### config.mk
export PLATFORM = sky130hd
export DESIGN_NAME = viewport_pixel_streamer_rotate
export DESIGN_NICKNAME = d
export VERILOG_FILES = /design/src/rtl/vps_pkg.sv /design/src/rtl/vps_cursor.sv /design/src/rtl/vps_rotate.sv /design/src/rtl/viewport_pixel_streamer_rotate.sv
export SDC_FILE = /design/constraint.sdc
export NUM_CORES = 1
export LEC_CHECK = 0
export ABC_AREA = 1
export BUFFER_PORTS_ARGS = -buffer_cell sky130_fd_sc_hd__buf_4
export CORE_UTILIZATION = 35
export DETAILED_ROUTE_END_ITERATION = 12
export PLACE_DENSITY_LB_ADDON = 0.08
export SETUP_SLACK_MARGIN = 0.4
export SYNTH_ARGS = -nofsm -noshare
export SYNTH_HDL_FRONTEND = slang
export SYNTH_HIERARCHICAL = 1
export SYNTH_SLANG_ARGS = --single-unit
### constraint.sdc
create_clock -name clock -period 9.3 [get_ports clock]
set_input_delay 0.93 -clock clock [delete_from_list [all_inputs] [get_ports clock]]
set_output_delay 0.93 -clock clock [all_outputs]
set_load 0.1 [all_outputs]
### src/rtl/vps_pkg.sv
// Package for the viewport pixel streamer: payload structs, configuration
// struct, rotation codes and register indexes. No dependencies.
package vps_pkg;

   localparam int DEF_PANEL_WIDTH  = 128;
   localparam int DEF_PANEL_HEIGHT = 32;

   localparam int CSR_INDEX_W = 3;

   localparam logic [CSR_INDEX_W-1:0] CSR_ROTATION    = 3'd0;
   localparam logic [CSR_INDEX_W-1:0] CSR_VIEW_LEFT   = 3'd1;
   localparam logic [CSR_INDEX_W-1:0] CSR_VIEW_TOP    = 3'd2;
   localparam logic [CSR_INDEX_W-1:0] CSR_VIEW_RIGHT  = 3'd3;
   localparam logic [CSR_INDEX_W-1:0] CSR_VIEW_BOTTOM = 3'd4;

   localparam logic [3:0] MAX_BITS = 4'd8;
   localparam logic       OP_STREAM = 1'b0;
   localparam logic       OP_POINT  = 1'b1;

   typedef enum logic [1:0] {
      ROT_0   = 2'd0,
      ROT_90  = 2'd1,
      ROT_180 = 2'd2,
      ROT_270 = 2'd3
   } rot_type;

   typedef struct packed {
      logic       op;
      logic [7:0] data_byte;
      logic [3:0] bit_count;
      logic       invert;
      logic [7:0] point_x;
      logic [7:0] point_y;
      logic [7:0] level;
   } req_type;

   typedef struct packed {
      logic [7:0] pix_x;
      logic [7:0] pix_y;
      logic       pixel_on;
      logic       last;
   } rsp_type;

   typedef struct packed {
      rot_type    rotation;
      logic [7:0] view_left;
      logic [7:0] view_top;
      logic [7:0] view_right;
      logic [7:0] view_bottom;
   } cfg_type;

endpackage

### src/rtl/vps_cursor.sv
// Cursor registers and viewport stepping for the pixel streamer.
// Depends on vps_pkg.
module vps_cursor (
   input  logic              clock,
   input  logic              reset,
   input  vps_pkg::cfg_type  cfg,
   input  logic              view_wr,
   input  logic              step,
   output logic [7:0]        cursor_x,
   output logic [7:0]        cursor_y
);
   import vps_pkg::*;

   logic [7:0] x_ff, x_in;
   logic [7:0] y_ff, y_in;
   logic [8:0] nx9;
   logic [8:0] ny9;

   always_comb begin
      nx9 = {1'b0, x_ff} + 9'd1;
      ny9 = {1'b0, y_ff};
      x_in = x_ff;
      y_in = y_ff;
      if (nx9 > {1'b0, cfg.view_right}) begin
         nx9 = {1'b0, cfg.view_left};
         ny9 = ny9 + 9'd1;
      end
      if (ny9 > {1'b0, cfg.view_bottom}) begin
         ny9 = {1'b0, cfg.view_top};
      end
      if (view_wr) begin
         x_in = cfg.view_left;
         y_in = cfg.view_top;
      end else if (step) begin
         x_in = nx9[7:0];
         y_in = ny9[7:0];
      end
   end

   always_ff @(posedge clock) begin
      if (reset) begin
         x_ff <= 8'd0;
         y_ff <= 8'd0;
      end else begin
         x_ff <= x_in;
         y_ff <= y_in;
      end
   end

   assign cursor_x = x_ff;
   assign cursor_y = y_ff;

endmodule

### src/rtl/vps_rotate.sv
// Logical-to-panel coordinate rotation, modulo 256.
// Depends on vps_pkg.
module vps_rotate #(
   parameter int PANEL_WIDTH  = vps_pkg::DEF_PANEL_WIDTH,
   parameter int PANEL_HEIGHT = vps_pkg::DEF_PANEL_HEIGHT
) (
   input  vps_pkg::rot_type rotation,
   input  logic [7:0]       lx,
   input  logic [7:0]       ly,
   output logic [7:0]       px,
   output logic [7:0]       py
);
   import vps_pkg::*;

   localparam logic [7:0] W_M1 = 8'(PANEL_WIDTH - 1);
   localparam logic [7:0] H_M1 = 8'(PANEL_HEIGHT - 1);

   always_comb begin
      case (rotation)
         ROT_90: begin
            px = W_M1 - ly;
            py = lx;
         end
         ROT_180: begin
            px = W_M1 - lx;
            py = H_M1 - ly;
         end
         ROT_270: begin
            px = ly;
            py = H_M1 - lx;
         end
         default: begin
            px = lx;
            py = ly;
         end
      endcase
   end

endmodule

### src/rtl/viewport_pixel_streamer_rotate.sv
// Top level of the viewport pixel streamer: item register, bit sequencer,
// configuration registers and result register. Depends on vps_pkg,
// vps_cursor and vps_rotate.
//
//   channel | direction | ports                              | handshake
//   req     | in        | req_valid req_ready req_data       | valid/ready
//   rsp     | out       | rsp_valid rsp_ready rsp_data       | valid/ready
//   csr     | in        | csr_valid csr_ready csr_index csr_data | valid/ready
//
// A stream byte gives one pixel transfer per cycle when the result is not stalled,
// bit_count of them (8 at most); a point write gives a single pixel.
// The next item is taken in the cycle its predecessor's last pixel moves out, so
// the item register never takes a new item while the current one has pixels left.
// A stream byte with zero bit count is taken and dropped without a pixel.
// Synchronous reset clears the handshake state and cursor and resets the config.
// A stalled result holds in the result register and stalls the sequencer behind it.
module viewport_pixel_streamer_rotate #(
   parameter int PANEL_WIDTH  = vps_pkg::DEF_PANEL_WIDTH,
   parameter int PANEL_HEIGHT = vps_pkg::DEF_PANEL_HEIGHT
) (
   input  logic                                clock,
   input  logic                                reset,
   input  logic                                req_valid,
   output logic                                req_ready,
   input  vps_pkg::req_type                    req_data,
   output logic                                rsp_valid,
   input  logic                                rsp_ready,
   output vps_pkg::rsp_type                    rsp_data,
   input  logic                                csr_valid,
   output logic                                csr_ready,
   input  logic [vps_pkg::CSR_INDEX_W-1:0]     csr_index,
   input  logic [7:0]                          csr_data
);
   import vps_pkg::*;

   // configuration
   cfg_type cfg_ff, cfg_in;
   logic    csr_fire;
   logic    view_wr;

   // item register and bit sequencer
   logic       busy_ff, busy_in;
   req_type    item_ff, item_in;
   logic [2:0] idx_ff, idx_in;

   // result register
   logic    out_valid_ff, out_valid_in;
   rsp_type out_ff, out_in;

   logic       req_fire;
   logic       out_free;
   logic       emit;
   logic       is_last;
   logic [3:0] clamp_count;
   logic [7:0] cur_x, cur_y;
   logic [7:0] lx, ly;
   logic [7:0] px, py;
   logic       pix_on;

   // Configuration writes are to land only while idle; the block does not enforce it.
   assign csr_ready = 1'b1;
   assign csr_fire  = csr_valid && csr_ready;

   always_comb begin
      cfg_in  = cfg_ff;
      view_wr = 1'b0;
      if (csr_fire) begin
         case (csr_index)
            CSR_ROTATION:    cfg_in.rotation = rot_type'(csr_data[1:0]);
            CSR_VIEW_LEFT: begin
               cfg_in.view_left = csr_data;
               view_wr          = 1'b1;
            end
            CSR_VIEW_TOP: begin
               cfg_in.view_top = csr_data;
               view_wr         = 1'b1;
            end
            CSR_VIEW_RIGHT: begin
               cfg_in.view_right = csr_data;
               view_wr           = 1'b1;
            end
            CSR_VIEW_BOTTOM: begin
               cfg_in.view_bottom = csr_data;
               view_wr            = 1'b1;
            end
            default: ; // unmapped index: drop the write
         endcase
      end
   end

   // Emit a pixel whenever busy and the result register is free or draining.
   assign out_free = !out_valid_ff || rsp_ready;
   assign emit     = busy_ff && out_free;
   assign is_last  = (item_ff.op == OP_POINT) ||
                     (({1'b0, idx_ff} + 4'd1) == item_ff.bit_count);

   // Take a new item when empty or as the last pixel of the current one leaves.
   assign req_ready = !busy_ff || (emit && is_last);
   assign req_fire  = req_valid && req_ready;

   assign clamp_count = (req_data.bit_count > MAX_BITS) ? MAX_BITS : req_data.bit_count;

   always_comb begin
      item_in = item_ff;
      busy_in = busy_ff;
      idx_in  = idx_ff;
      if (req_fire) begin
         item_in           = req_data;
         item_in.bit_count = clamp_count;
         idx_in            = 3'd0;
         // drop a stream byte that carries no pixels
         busy_in = (req_data.op == OP_POINT) || (clamp_count != 4'd0);
      end else if (emit) begin
         idx_in = idx_ff + 3'd1;
         if (is_last) begin
            busy_in = 1'b0;
         end
      end
   end

   // Home the cursor on the viewport corner as it stands after the write.
   vps_cursor u_cursor (
      .clock    (clock),
      .reset    (reset),
      .cfg      (cfg_in),
      .view_wr  (view_wr),
      .step     (emit && (item_ff.op == OP_STREAM)),
      .cursor_x (cur_x),
      .cursor_y (cur_y)
   );

   assign lx = (item_ff.op == OP_POINT) ? item_ff.point_x : cur_x;
   assign ly = (item_ff.op == OP_POINT) ? item_ff.point_y : cur_y;

   vps_rotate #(
      .PANEL_WIDTH  (PANEL_WIDTH),
      .PANEL_HEIGHT (PANEL_HEIGHT)
   ) u_rotate (
      .rotation (cfg_ff.rotation),
      .lx       (lx),
      .ly       (ly),
      .px       (px),
      .py       (py)
   );

   // Point writes light at level 128 and above; stream bits go out LSB first.
   assign pix_on = (item_ff.op == OP_POINT) ? item_ff.level[7]
                                            : (item_ff.data_byte[idx_ff] ^ item_ff.invert);

   always_comb begin
      out_in       = out_ff;
      out_valid_in = out_valid_ff;
      if (emit) begin
         out_in.pix_x    = px;
         out_in.pix_y    = py;
         out_in.pixel_on = pix_on;
         out_in.last     = is_last;
         out_valid_in    = 1'b1;
      end else if (rsp_ready) begin
         out_valid_in = 1'b0;
      end
   end

   always_ff @(posedge clock) begin
      if (reset) begin
         cfg_ff.rotation    <= ROT_0;
         cfg_ff.view_left   <= 8'd0;
         cfg_ff.view_top    <= 8'd0;
         cfg_ff.view_right  <= 8'd127;
         cfg_ff.view_bottom <= 8'd31;
         busy_ff            <= 1'b0;
         idx_ff             <= 3'd0;
         out_valid_ff       <= 1'b0;
      end else begin
         cfg_ff       <= cfg_in;
         busy_ff      <= busy_in;
         idx_ff       <= idx_in;
         out_valid_ff <= out_valid_in;
      end
   end

   // payload registers: no reset
   always_ff @(posedge clock) begin
      item_ff <= item_in;
      out_ff  <= out_in;
   end

   assign rsp_valid = out_valid_ff;
   assign rsp_data  = out_ff;

endmodule

==> flow_metrics.py <==
metrics = {
    "sta": {
        "whs_ps": 509,
        "finalCritPeriodShare": 0.459,
        "rsz0062_at_grt": "no",
        "slew_headroom": 0.364,
        "setup_viol": 0,
        "hold_violations": 0,
        "layout_min_cycle_time_ps": 4270,
        "final_max_slew_viol_count": 0,
        "clock.fmax_mhz": 234,
        "tightest_slew_ps": 952,
        "clock_skew_ps": 7.90,
        "fin_tns_setup_ps": 0,
    },
    "logic_synthesis": {
        "yosysWarnings": 6,
        "syn_avg_cell_area_um2": 7.57,
        "syn_inst": 778,
        "syn_nets": 853,
        "syn_area_mm2": 0.00589,
    },
    "floorplan": {
        "ioPinCount": 75,
        "rows": 47,
        "die_area_mm2": 0.0173,
        "core_region_area_mm2": 0.0165,
        "die_w_um": 132,
        "die-height_um": 132,
        "start_util": 0.356,
    },
    "job": {
        "cap_violations": 0,
    },
    "final_layout": {
        "areaGrowthSynthToFinish_pct": 14.8,
        "n_antenna_cell": 0,
        "mostFrequentLayoutCells": "nand2_1 (223), inv_1 (157), nor2_1 (74)",
        "mostFrequentLayoutCell": "nand2_1",
        "final_nets": 906,
        "fillCellCount": 1732,
        "finalInstanceArea_mm2": 0.00676,
        "utilization": 0.409,
        "drive_gt1_frac": 0.150,
        "stdcell_count": 1056,
    },
    "cts": {
        "ctsResizeCount": 0,
        "numCtsBuffers": 9,
        "post_cts_buffers": 0,
        "clock_sinks": 104,
        "cts_tree": "yes",
        "cts_buffer_depth": 2,
        "holdBufCountCts": 0,
        "clk_pin_slew_ps": 70,
        "clk_latency_ps": 350,
        "cts_root_buf": "clkbuf_16",
        "cts.htree.levels": 3,
    },
    "setup_path": {
        "critPathTopFamily": "simple AND/OR/NAND/NOR gates",
        "crit_path_end_kind": "register",
        "worstPathArrival_ps": 4500,
        "worstSetupPathType": "input port to register",
        "critPathRequiredTime_ps": 9530,
        "cpMaxStageDelayCell": "nand2_1",
        "worst-path-buf-inv": 5,
        "cpPeakStageDelay_ps": 350,
        "setup.worst_path.start_class": "input port",
        "worstPathMaxFanout": 16,
        "crit_start": "csr_index[2]",
        "crit_top_cell": "nand2_1",
        "r2r-start": "u_cursor/cursor_x[0]",
    },
    "routing": {
        "dr_total_vias": 4670,
        "vias_per_cell": 4.42,
        "drtIter0Drc": 207,
        "routed_wl_um": 13100,
        "drc_errors": 0,
        "detail-route-antenna-nets": 0,
        "post_drt_wl_per_cell_um": 12.4,
        "dr.pass1.iters": 5,
    },
    "pwr": {
        "power_density_mw_per_mm2": 174,
        "power.leakage_nw": 3.55,
        "irDropWorstVdd_mv": 0.0823,
    },
    "placement": {
        "placed_area_mm2": 0.00648,
        "placed_cells": 1040,
        "dp_hpwl_um": 9920,
        "place_congestion": 0.780,
        "io_buffer_count": 66,
    },
    "global_route": {
        "grtUsageTotal": 0.159,
        "overflow": 0,
        "grt_pass1_wl_um": 21500,
        "first_global_vias": 4466,
        "antenna_found_initial": 0,
        "grt_start_max_net_pins": 34,
    },
    "worst_hold_path": {
        "hold_start": "rsp_valid",
        "hold_class": "register to register",
    },
    "outcome": {
        "status": "finished, final reports clean",
    },
}
## worst register-to-register path, delay by kind of cell (launching register included)
| family | cells | cell delay [ps] |
|---|---|---|
| flops | 1 | 450 |
| simple gates | 22 | 2080 |
| buf+inv | 1 | 100 |
| xor+xnor | 1 | 240 |
| fa+ha+maj | 3 | 820 |
| compound gates | 1 | 80 |
## sequential cells by signal, indices dropped and copies added (netlist names)
register           flops
cfg_ff                34
item_ff               31
rsp_data              18
u_cursor/cursor_x      8
u_cursor/cursor_y      8
idx_ff                 3
busy_ff                1
rsp_valid              1
## path summary, 6_finish.rpt
kind / to / slack, ps / cells after the start
min reg2reg: rsp_valid / 510 / 2
min: rsp_valid / 510 / 2
max reg2reg: u_cursor/cursor_y[5] / 5410 / 28
max: u_cursor/cursor_y[5] / 5030 / 30
## power by group
group          leakage (nW)  switching, W  internal (W)  total [W]
Sequential            0.921     0.0000225      0.000514   0.000537
Combinational          2.49      0.000187     0.0000853   0.000272
Clock                 0.138      0.000175      0.000191   0.000367
Total                  3.55      0.000385      0.000791    0.00118
## metrics by stage
| step | power (W) | setup slack [ps] |
|---|---|---|
| after detailed placement | 0.000822 | 4640 |
| after global placement | 0.000817 | 4710 |
| after CTS | 0.00119 | 5010 |
| after floorplan | 0.000758 | 5330 |
| final | 0.00118 | 5030 |
| after global routing | 0.00124 | 4600 |
## routing by layer
| layer | part of all wire | GRT usage |
|---|---|---|
| met1 | 0.46 | 0.196 |
| met2 | 0.49 | 0.278 |
| met4 | 0.013 | 0.0536 |
| met5 | 0 | 0 |
| met3 | 0.028 | 0.0285 |
## final cells by class
type | count | area [um^2] | area share
well taps | 220 | 275 | 0.0407
clock buffers | 11 | 243 | 0.0359
repair buffers | 67 | 503 | 0.0744
multi-input cells | 487 | 2510 | 0.371
clock inverters | 5 | 38.8 | 0.00574
flip-flops and latches | 104 | 2570 | 0.381
inverters | 162 | 616 | 0.0911
(Power assumes the default switching activity.)
